$ cat src/rtl/core/allm_pkg.sv
// shared types and constants for the array linked list manager
package allm_pkg;

    localparam int POS_W     = 6;
    localparam int VAL_W     = 32;
    localparam int LEN_W     = 7;
    localparam int CAP_W     = 7;
    localparam int CAP_RESET = 64;

    typedef enum logic [3:0] {
        ACT_APPEND     = 4'd0,
        ACT_INS_BEFORE = 4'd1,
        ACT_INS_AFTER  = 4'd2,
        ACT_REMOVE     = 4'd3,
        ACT_FIRST      = 4'd4,
        ACT_NEXT       = 4'd5,
        ACT_LAST       = 4'd6,
        ACT_PREV       = 4'd7,
        ACT_READ       = 4'd8
    } action_t;

    typedef enum logic [2:0] {
        STAT_OK        = 3'd0,
        STAT_FULL      = 3'd1,
        STAT_EMPTY     = 3'd2,
        STAT_NULL      = 3'd3,
        STAT_NOT_FOUND = 3'd4
    } status_t;

    typedef enum logic [3:0] {
        S_IDLE,
        S_DISPATCH,
        S_WALK,
        S_NEXT_CHK,
        S_RD_VAL,
        S_INS_POP,
        S_INS_NBR,
        S_INS_NEW,
        S_INS_OLD,
        S_REM_UNLINK,
        S_REM_FREE,
        S_FINISH
    } seq_state_t;

    typedef struct packed {
        action_t            action;
        logic [POS_W-1:0]   position;
        logic [VAL_W-1:0]   value;
    } req_t;

    typedef struct packed {
        status_t            status;
        logic [POS_W-1:0]   result_position;
        logic [VAL_W-1:0]   result_value;
        logic [LEN_W-1:0]   list_length;
        logic               is_empty;
        logic               is_full;
    } rsp_t;

endpackage

$ cat src/rtl/core/allm_link_store.sv
// link table memory with a fill mark standing in for its reset contents
module allm_link_store
#(
    parameter int DEPTH = 64,
    localparam int SLOT_W = $clog2(DEPTH),
    localparam int LINK_W = $clog2(DEPTH + 1)
)
(
    input  logic              clk,
    input  logic              rst_n,
    input  logic              rd_en,
    input  logic [SLOT_W-1:0] rd_addr,
    output logic [LINK_W-1:0] rd_data,
    input  logic              wr_en,
    input  logic [SLOT_W-1:0] wr_addr,
    input  logic [LINK_W-1:0] wr_data
);

    logic [LINK_W-1:0] link_mem [DEPTH];
    logic [LINK_W-1:0] mem_rd_reg;
    logic [LINK_W-1:0] fresh_rd_reg;
    logic              fresh_sel_reg;
    logic [LINK_W-1:0] fill_reg;
    logic [LINK_W-1:0] fill_next;

    // slots at or above the fill mark were never written and still link to slot + 1
    always_comb
    begin
        fill_next = fill_reg;
        if (wr_en && (LINK_W'(wr_addr) >= fill_reg))
        begin
            fill_next = LINK_W'(wr_addr) + 1'b1;
        end
    end

    always_ff @(posedge clk or negedge rst_n)
    begin
        if (!rst_n)
        begin
            fill_reg <= '0;
        end
        else
        begin
            fill_reg <= fill_next;
        end
    end

    always_ff @(posedge clk)
    begin
        if (wr_en)
        begin
            link_mem[wr_addr] <= wr_data;
        end
        if (rd_en)
        begin
            mem_rd_reg    <= link_mem[rd_addr];
            fresh_sel_reg <= (LINK_W'(rd_addr) >= fill_reg);
            fresh_rd_reg  <= LINK_W'(rd_addr) + 1'b1;
        end
    end

    assign rd_data = fresh_sel_reg ? fresh_rd_reg : mem_rd_reg;

endmodule

$ cat src/rtl/core/array_linked_list_manager.sv
// a rejected beat goes from dispatch straight to the result; a first reads the head value on the way,
// and walks visit the list one element at a time, longest for an append to a list of DEPTH - 1 elements.
// throughput: one beat at a time; the link walk reads one table entry per cycle. the next beat
// is taken the cycle after the result is loaded, which waits while the output beat is stalled.
// reset: empty list, all slots on the free chain (tracked by a fill mark, no clearing pass),
// capacity = min(64, DEPTH); the value store is not initialized.
module array_linked_list_manager
    import allm_pkg::*;
#(
    parameter int DEPTH      = 64,
    parameter int ELEM_WIDTH = 32
)
(
    input  logic             clk,
    input  logic             rst_n,
    input  logic             cfg_wr_en,
    input  logic [CAP_W-1:0] cfg_wr_data,
    input  logic             req_valid,
    output logic             req_stall,
    input  req_t             req,
    output logic             rsp_valid,
    input  logic             rsp_stall,
    output rsp_t             rsp
);

    localparam int SLOT_W  = $clog2(DEPTH);
    localparam int LINK_W  = $clog2(DEPTH + 1);
    localparam int CMP_W   = (LINK_W > POS_W) ? LINK_W : POS_W;
    localparam int CFG_CW  = (LINK_W > CAP_W) ? LINK_W : CAP_W;
    localparam int CAP_RST = (DEPTH < CAP_RESET) ? DEPTH : CAP_RESET;
    localparam logic [LINK_W-1:0] NIL = LINK_W'(DEPTH);

    seq_state_t state_reg, state_next;
    action_t    act_reg, act_next;
    status_t    status_reg, status_next;

    logic [POS_W-1:0]      pos_reg, pos_next;
    logic [ELEM_WIDTH-1:0] val_reg, val_next;
    logic [LINK_W-1:0]     head_reg, head_next;
    logic [LINK_W-1:0]     free_reg, free_next;
    logic [LINK_W-1:0]     len_reg, len_next;
    logic [LINK_W-1:0]     cap_reg, cap_next;
    logic [LINK_W-1:0]     pv_reg, pv_next;
    logic [LINK_W-1:0]     tgt_reg, tgt_next;
    logic [LINK_W-1:0]     rp_reg, rp_next;
    logic [LINK_W-1:0]     new_free_reg, new_free_next;
    logic                  walk_first_reg, walk_first_next;
    logic                  from_mem_reg, from_mem_next;
    logic                  rsp_valid_reg, rsp_valid_next;
    rsp_t                  rsp_reg, rsp_next;

    logic              link_rd_en;
    logic [SLOT_W-1:0] link_rd_addr;
    logic [LINK_W-1:0] link_rd_data;
    logic              link_wr_en;
    logic [SLOT_W-1:0] link_wr_addr;
    logic [LINK_W-1:0] link_wr_data;

    logic [ELEM_WIDTH-1:0] val_mem [DEPTH];
    logic [ELEM_WIDTH-1:0] val_rd_data_reg;
    logic                  val_rd_en;
    logic [SLOT_W-1:0]     val_rd_addr;
    logic                  val_wr_en;

    logic [LINK_W-1:0] cur_now;
    logic [LINK_W-1:0] nbr;
    logic              cur_nil;
    logic              last_mode;
    logic              hit;
    logic              list_empty;
    logic              list_full;
    logic              val_null;
    logic              pv_nil;
    logic              room_out;

    allm_link_store #(
        .DEPTH (DEPTH)
    ) u_link_store (
        .clk     (clk),
        .rst_n   (rst_n),
        .rd_en   (link_rd_en),
        .rd_addr (link_rd_addr),
        .rd_data (link_rd_data),
        .wr_en   (link_wr_en),
        .wr_addr (link_wr_addr),
        .wr_data (link_wr_data)
    );

    always_ff @(posedge clk)
    begin
        if (val_wr_en)
        begin
            val_mem[rp_reg[SLOT_W-1:0]] <= val_reg;
        end
        if (val_rd_en)
        begin
            val_rd_data_reg <= val_mem[val_rd_addr];
        end
    end

    // walk cursor: head on the first step, then the link just read
    assign cur_now    = walk_first_reg ? head_reg : link_rd_data;
    assign cur_nil    = (cur_now >= NIL);
    assign last_mode  = (act_reg == ACT_APPEND) || (act_reg == ACT_LAST);
    assign hit        = !cur_nil && !last_mode && (CMP_W'(cur_now) == CMP_W'(pos_reg));
    assign list_empty = (len_reg == '0) || (head_reg >= NIL);
    assign list_full  = (len_reg >= cap_reg) || (free_reg >= NIL);
    assign val_null   = (val_reg == '0);
    assign pv_nil     = (pv_reg >= NIL);
    assign nbr        = (act_reg == ACT_INS_AFTER) ? tgt_reg : pv_reg;
    assign room_out   = !rsp_valid_reg || !rsp_stall;

    // next state
    always_comb
    begin
        state_next = state_reg;
        unique case (state_reg)
            S_IDLE:
            begin
                if (req_valid)
                begin
                    state_next = S_DISPATCH;
                end
            end
            S_DISPATCH:
            begin
                unique case (act_reg) inside
                    ACT_APPEND:
                    begin
                        if (list_full || val_null)
                        begin
                            state_next = S_FINISH;
                        end
                        else if (list_empty)
                        begin
                            state_next = S_INS_POP;
                        end
                        else
                        begin
                            state_next = S_WALK;
                        end
                    end
                    ACT_INS_BEFORE, ACT_INS_AFTER:
                    begin
                        state_next = (list_full || val_null) ? S_FINISH : S_WALK;
                    end
                    ACT_REMOVE, ACT_NEXT, ACT_PREV, ACT_READ, ACT_LAST:
                    begin
                        state_next = list_empty ? S_FINISH : S_WALK;
                    end
                    ACT_FIRST:
                    begin
                        state_next = list_empty ? S_FINISH : S_RD_VAL;
                    end
                    default:
                    begin
                        state_next = S_FINISH;
                    end
                endcase
            end
            S_WALK:
            begin
                if (cur_nil)
                begin
                    if (last_mode)
                    begin
                        state_next = (act_reg == ACT_APPEND) ? S_INS_POP : S_RD_VAL;
                    end
                    else
                    begin
                        state_next = S_FINISH;
                    end
                end
                else if (hit)
                begin
                    unique case (act_reg) inside
                        ACT_NEXT:                      state_next = S_NEXT_CHK;
                        ACT_PREV:                      state_next = pv_nil ? S_FINISH : S_RD_VAL;
                        ACT_READ:                      state_next = S_RD_VAL;
                        ACT_REMOVE:                    state_next = S_REM_UNLINK;
                        ACT_INS_BEFORE, ACT_INS_AFTER: state_next = S_INS_POP;
                        default:                       state_next = S_FINISH;
                    endcase
                end
            end
            S_NEXT_CHK:
            begin
                state_next = (link_rd_data >= NIL) ? S_FINISH : S_RD_VAL;
            end
            S_RD_VAL:     state_next = S_FINISH;
            S_INS_POP:    state_next = S_INS_NBR;
            S_INS_NBR:    state_next = S_INS_NEW;
            S_INS_NEW:    state_next = S_INS_OLD;
            S_INS_OLD:    state_next = S_FINISH;
            S_REM_UNLINK: state_next = S_REM_FREE;
            S_REM_FREE:   state_next = S_FINISH;
            S_FINISH:
            begin
                if (room_out)
                begin
                    state_next = S_IDLE;
                end
            end
            default:      state_next = S_IDLE;
        endcase
    end

    // datapath, table accesses and result beat
    always_comb
    begin
        act_next        = act_reg;
        pos_next        = pos_reg;
        val_next        = val_reg;
        head_next       = head_reg;
        free_next       = free_reg;
        len_next        = len_reg;
        cap_next        = cap_reg;
        pv_next         = pv_reg;
        tgt_next        = tgt_reg;
        rp_next         = rp_reg;
        new_free_next   = new_free_reg;
        walk_first_next = walk_first_reg;
        status_next     = status_reg;
        from_mem_next   = from_mem_reg;
        rsp_next        = rsp_reg;
        rsp_valid_next  = rsp_valid_reg && rsp_stall;

        link_rd_en   = 1'b0;
        link_rd_addr = cur_now[SLOT_W-1:0];
        link_wr_en   = 1'b0;
        link_wr_addr = rp_reg[SLOT_W-1:0];
        link_wr_data = rp_reg;
        val_rd_en    = 1'b0;
        val_rd_addr  = rp_reg[SLOT_W-1:0];
        val_wr_en    = 1'b0;

        // capacity is clamped to 1 .. DEPTH
        if (cfg_wr_en)
        begin
            if (cfg_wr_data == '0)
            begin
                cap_next = LINK_W'(1);
            end
            else if (CFG_CW'(cfg_wr_data) > CFG_CW'(DEPTH))
            begin
                cap_next = NIL;
            end
            else
            begin
                cap_next = LINK_W'(cfg_wr_data);
            end
        end

        unique case (state_reg)
            S_IDLE:
            begin
                if (req_valid)
                begin
                    act_next = req.action;
                    pos_next = req.position;
                    val_next = ELEM_WIDTH'(req.value);
                end
            end
            S_DISPATCH:
            begin
                walk_first_next = 1'b1;
                pv_next         = NIL;
                from_mem_next   = 1'b0;
                status_next     = STAT_OK;
                unique case (act_reg) inside
                    ACT_APPEND, ACT_INS_BEFORE, ACT_INS_AFTER:
                    begin
                        if (list_full)
                        begin
                            status_next = STAT_FULL;
                        end
                        else if (val_null)
                        begin
                            status_next = STAT_NULL;
                        end
                    end
                    ACT_REMOVE, ACT_NEXT, ACT_PREV, ACT_READ, ACT_LAST:
                    begin
                        if (list_empty)
                        begin
                            status_next = STAT_EMPTY;
                        end
                    end
                    ACT_FIRST:
                    begin
                        if (list_empty)
                        begin
                            status_next = STAT_EMPTY;
                        end
                        rp_next = head_reg;
                    end
                    default:
                    begin
                        status_next = STAT_NOT_FOUND;
                    end
                endcase
            end
            S_WALK:
            begin
                if (cur_nil)
                begin
                    if (last_mode)
                    begin
                        rp_next = pv_reg;
                    end
                    else
                    begin
                        status_next = STAT_NOT_FOUND;
                    end
                end
                else if (hit)
                begin
                    tgt_next = cur_now;
                    unique case (act_reg) inside
                        ACT_NEXT:
                        begin
                            link_rd_en = 1'b1;
                        end
                        ACT_PREV:
                        begin
                            if (pv_nil)
                            begin
                                status_next = STAT_NOT_FOUND;
                            end
                            rp_next = pv_reg;
                        end
                        ACT_READ:
                        begin
                            rp_next = cur_now;
                        end
                        ACT_REMOVE:
                        begin
                            link_rd_en  = 1'b1;
                            val_rd_en   = 1'b1;
                            val_rd_addr = cur_now[SLOT_W-1:0];
                            rp_next     = cur_now;
                        end
                        default:
                        begin
                        end
                    endcase
                end
                else
                begin
                    link_rd_en      = 1'b1;
                    pv_next         = cur_now;
                    walk_first_next = 1'b0;
                end
            end
            S_NEXT_CHK:
            begin
                if (link_rd_data >= NIL)
                begin
                    status_next = STAT_NOT_FOUND;
                end
                rp_next = link_rd_data;
            end
            S_RD_VAL:
            begin
                val_rd_en     = 1'b1;
                from_mem_next = 1'b1;
            end
            S_INS_POP:
            begin
                link_rd_en   = 1'b1;
                link_rd_addr = free_reg[SLOT_W-1:0];
                rp_next      = free_reg;
            end
            S_INS_NBR:
            begin
                new_free_next = link_rd_data;
                link_rd_en    = (nbr < NIL);
                link_rd_addr  = nbr[SLOT_W-1:0];
            end
            S_INS_NEW:
            begin
                link_wr_en = 1'b1;
                val_wr_en  = 1'b1;
                if (act_reg == ACT_APPEND)
                begin
                    link_wr_data = NIL;
                end
                else if ((act_reg == ACT_INS_BEFORE) && pv_nil)
                begin
                    link_wr_data = head_reg;
                end
                else
                begin
                    link_wr_data = link_rd_data;
                end
            end
            S_INS_OLD:
            begin
                // new slot becomes the head when it has no predecessor
                if (pv_nil && (act_reg != ACT_INS_AFTER))
                begin
                    head_next = rp_reg;
                end
                else
                begin
                    link_wr_en   = 1'b1;
                    link_wr_addr = nbr[SLOT_W-1:0];
                    link_wr_data = rp_reg;
                end
                free_next = new_free_reg;
                len_next  = len_reg + 1'b1;
            end
            S_REM_UNLINK:
            begin
                if (pv_nil)
                begin
                    head_next = link_rd_data;
                end
                else
                begin
                    link_wr_en   = 1'b1;
                    link_wr_addr = pv_reg[SLOT_W-1:0];
                    link_wr_data = link_rd_data;
                end
            end
            S_REM_FREE:
            begin
                link_wr_en    = 1'b1;
                link_wr_data  = free_reg;
                free_next     = rp_reg;
                len_next      = len_reg - 1'b1;
                from_mem_next = 1'b1;
            end
            S_FINISH:
            begin
                if (room_out)
                begin
                    rsp_valid_next          = 1'b1;
                    rsp_next.status         = status_reg;
                    rsp_next.result_position = '0;
                    rsp_next.result_value   = '0;
                    if (status_reg == STAT_OK)
                    begin
                        rsp_next.result_position = POS_W'(rp_reg);
                        rsp_next.result_value    = from_mem_reg ? VAL_W'(val_rd_data_reg)
                                                                : VAL_W'(val_reg);
                    end
                    rsp_next.list_length = LEN_W'(len_reg);
                    rsp_next.is_empty    = (len_reg == '0);
                    rsp_next.is_full     = (len_reg >= cap_reg);
                end
            end
            default:
            begin
            end
        endcase
    end

    always_ff @(posedge clk or negedge rst_n)
    begin
        if (!rst_n)
        begin
            state_reg     <= S_IDLE;
            head_reg      <= NIL;
            free_reg      <= '0;
            len_reg       <= '0;
            cap_reg       <= LINK_W'(CAP_RST);
            rsp_valid_reg <= 1'b0;
        end
        else
        begin
            state_reg     <= state_next;
            head_reg      <= head_next;
            free_reg      <= free_next;
            len_reg       <= len_next;
            cap_reg       <= cap_next;
            rsp_valid_reg <= rsp_valid_next;
        end
    end

    always_ff @(posedge clk)
    begin
        act_reg        <= act_next;
        pos_reg        <= pos_next;
        val_reg        <= val_next;
        pv_reg         <= pv_next;
        tgt_reg        <= tgt_next;
        rp_reg         <= rp_next;
        new_free_reg   <= new_free_next;
        walk_first_reg <= walk_first_next;
        status_reg     <= status_next;
        from_mem_reg   <= from_mem_next;
        rsp_reg        <= rsp_next;
    end

    assign req_stall = (state_reg != S_IDLE);
    assign rsp_valid = rsp_valid_reg;
    assign rsp       = rsp_reg;

endmodule
$ cat config.mk
export PLATFORM = sky130hd
export DESIGN_NAME = array_linked_list_manager
export DESIGN_NICKNAME = d
export VERILOG_FILES = /design/src/rtl/core/allm_pkg.sv /design/src/rtl/core/allm_link_store.sv /design/src/rtl/core/array_linked_list_manager.sv
export SDC_FILE = /design/constraint.sdc
export NUM_CORES = 2
export LEC_CHECK = 0
export BUFFER_PORTS_ARGS = -buffer_cell sky130_fd_sc_hd__clkbuf_2
export CORE_AREA = 2 2 528 399
export CTS_CLUSTER_SIZE = 8
export DETAILED_ROUTE_END_ITERATION = 10
export DIE_AREA = 0 0 530 401
export PLACE_DENSITY_LB_ADDON = 0.25
export REMOVE_ABC_BUFFERS = 1
export SYNTH_ARGS = -nofsm -noshare
export SYNTH_HDL_FRONTEND = slang
export SYNTH_SLANG_ARGS = --single-unit
$ cat constraint.sdc
create_clock -name clk -period 4.2 [get_ports clk]
set_clock_uncertainty 0.1 [all_clocks]
set_input_delay 0.63 -clock clk [delete_from_list [all_inputs] [get_ports clk]]
set_output_delay 0.63 -clock clk [all_outputs]
set_load 0.02 [all_outputs]
==> out/results.ini <==
[status]
status=finished, violations left
failed_checks=negative setup slack

[drt]
routed_via_density=6.77
wl_mm=366
routedWlPerCell_um=31.9
antenna_left=0
num_vias=77666
drc=0
detail_route.iter0.violations=13357
drtPass1Iterations=8

[yosys]
synth_top_flop_cell=edfxtp_1
synthCells=7768
ys_seq_elements=2708
netlist_area_um2=113000
yosysWarningCount=0
yosysSeqAreaShare=0.715
synth.distinct_cells=78
synth.top_cell.area_share=0.707
synth_top_area_cell=edfxtp_1
synth.avg_cell_area_um2=14.6
synthTopCellsByArea=edfxtp_1, mux2i_1, nand2_1
synth_async_sr_flop_share=0.0148
synth_edf_count=2668

[layout]
fin_area_um2=138000
final_cell_mix=edfxtp_1, nand2_1, buf_4
nNetsFinal=8705
final_common_cell=edfxtp_1
area_delta_synth_final_pct=21.5
drive_above_1_share=0.217
final_cells=11471
largest_reg_flops=2048
final_util=0.665

[power]
p_int_uw=64500
p_switching_uw=37300
seqPwrFrac=0.325
power.share.combinational=0.410
p_leak_uw=0.0472
peakVddDrop_v=0.000871
swShare=0.366
pwr-share-clk=0.265
power.density_nw_per_um2=739

[placed_design]
dp_cells=10836
postPlaceCellArea_um2=123000
place_hpwl_mm=216
io_buffers=105
gp_congestion=0.944

[grt]
grt_pass1_wl_mm=513
grt_antenna_before_repair=16
grt_max_degree=169
grt_pass1_vias=73751
track_usage=0.330
grt-ovfl-total=0

[clock_network]
cts_tree=done
htree_levels=5
root_buffer=clkbuf_16
insertion_delay_ns=0.90
cts_buffer_depth=4
numCtsBuffers=380
cts_sinks=2708
clk_pin_slew_ns=0.05

[sta]
post-route-period-util=1.06
fmax_mhz=225
hold_ws_ns=0.0808
setup_tns_ns=-5.01
final.min_clock_period_ns=4.45
relSlewSlack=0.187
setup_violations=32
worst_slack_ns=-0.254
final_hold_viol_count=0
tightest_slew_ns=1.22
rsz0062_at_grt=true
drv_slew=0

[critical_path]
worstPathArrival_ns=4.94
reg2reg_to=val_rd_data_reg[24]$_DFFE_PP_
cp.required_ns=4.68
r2r_slack_ns=-0.25
r2r_start=u_link_store.fresh_sel_reg$_DFFE_PP_
worst_r2r_path_depth=18
startpoint_type=register
critPathMaxFanout=10
cp-end-kind=register
crit_type=reg -> reg

[worst_hold_path]
hold_depth=2
hold_end=cap_reg[1]$_DFFE_PN0P_
hp-class=in -> reg
min_from=cfg_wr_en

[die]
die_area_um2=213000
rows=145
die_h_um=401
dieWidth_um=530
coreArea_um2=207000
initial_utilization=0.547
ios=106

[flow_run]
max_cap_violations=0

-- layout make-up --
type                    instances  area (um^2)
flip-flops and latches       2708        81100
fillers                     13813        69500
multi-input cells            4424        31800
repair buffers               1058        11100
clock buffers                 416         9790
well taps                    2793         3490
clock inverters                17          275
inverters                      52          213
diodes                          3         7.51
-- power groups by stage --
stage | registers, uW | clock network [uW] | logic (uW)
after floorplan | 34200 | 0 | 17100
after global placement | 33500 | 0 | 35800
after detailed placement | 33500 | 0 | 36400
after CTS | 33000 | 27000 | 38600
after global routing | 33100 | 28200 | 43300
final | 33100 | 27000 | 41700
-- metal layers --
layer  global-route usage  wire length [um]
met2                0.464            155000
met5              0.00249               258
met3                0.104             55700
met4                0.113             13400
met1                0.487            142000
-- worst max-delay path by stage --
| stage | to | slack [ns] | from |
|---|---|---|---|
| 5_1_grt | val_rd_data_reg[19]$_DFFE_PP_ | -0.35 | u_link_store.fresh_sel_reg$_DFFE_PP_ |
| 4_1_cts | val_rd_data_reg[27]$_DFFE_PP_ | -0.22 | u_link_store.fresh_sel_reg$_DFFE_PP_ |
| 6_report | val_rd_data_reg[24]$_DFFE_PP_ | -0.25 | u_link_store.fresh_sel_reg$_DFFE_PP_ |
| 3_5_place_dp | val_rd_data_reg[14]$_DFFE_PP_ | -0.57 | u_link_store.fresh_sel_reg$_DFFE_PP_ |
| 2_1_floorplan | val_rd_data_reg[18]$_DFFE_PP_ | -33.81 | u_link_store.fresh_sel_reg$_DFFE_PP_ |
| 3_3_place_gp | val_rd_data_reg[14]$_DFFE_PP_ | -0.53 | u_link_store.fresh_sel_reg$_DFFE_PP_ |
-- cell usage after synthesis, drive strengths merged, types with 41 or more instances --
| cell | number |
|---|---|
| a311oi | 329 |
| a211oi | 322 |
| inv | 48 |
| a21boi | 76 |
| nor4 | 41 |
| nor2 | 239 |
| o21ai | 82 |
| nand2 | 1207 |
| mux2 | 118 |
| o22a | 75 |
| edfxtp | 2668 |
| clkbuf | 398 |
| mux2i | 669 |
| o22ai | 201 |
| nand3 | 76 |
| o221ai | 91 |
| and3 | 72 |
| buf | 189 |
| a21oi | 298 |
| nand2b | 69 |
| nor3 | 56 |
-- cells by family after synthesis --
logic type | after synthesis | share of synthesized area
fa+ha+maj | 27 | 0.00305
simple gates | 1858 | 0.0698
mux | 808 | 0.0756
buf+inv | 639 | 0.0235
flops | 2708 | 0.715
xor+xnor | 18 | 0.00139
compound gates | 1710 | 0.111
-- timing repair --
action,CTS,global route
resized for setup,180,197
setup endpoints to repair,39,133
setup buffers,55,54
hold buffers,53,0
cloned,18,27
endpoints found under the hold margin,67,0
pin swaps,65,70
-- metrics by stage --
stage / worst slack, ns / total power (uW)
after floorplan: -33.81 / 51300
after global placement: -0.530 / 69300
after detailed placement: -0.575 / 69900
after CTS: -0.216 / 98600
after global routing: -0.349 / 105000
final: -0.254 / 102000
-- worst max-delay path: stages, from the launching register on --
cell and delay (ns):
edfxtp_1 0.46, buf_6 0.17, buf_6 0.13, mux2i_1 0.25, xnor2_1 0.12, o22ai_1 0.35, o2111a_4 0.33, buf_4 0.15
buf_4 0.19, a21oi_1 0.11, o211ai_1 0.20, buf_4 0.19, buf_12 0.12, buf_6 0.17, o22a_1 0.22, o221ai_2 0.16
a311oi_2 0.35, buf_4 0.26, o2111ai_1 0.12
Power figures use the tool's default switching activity.
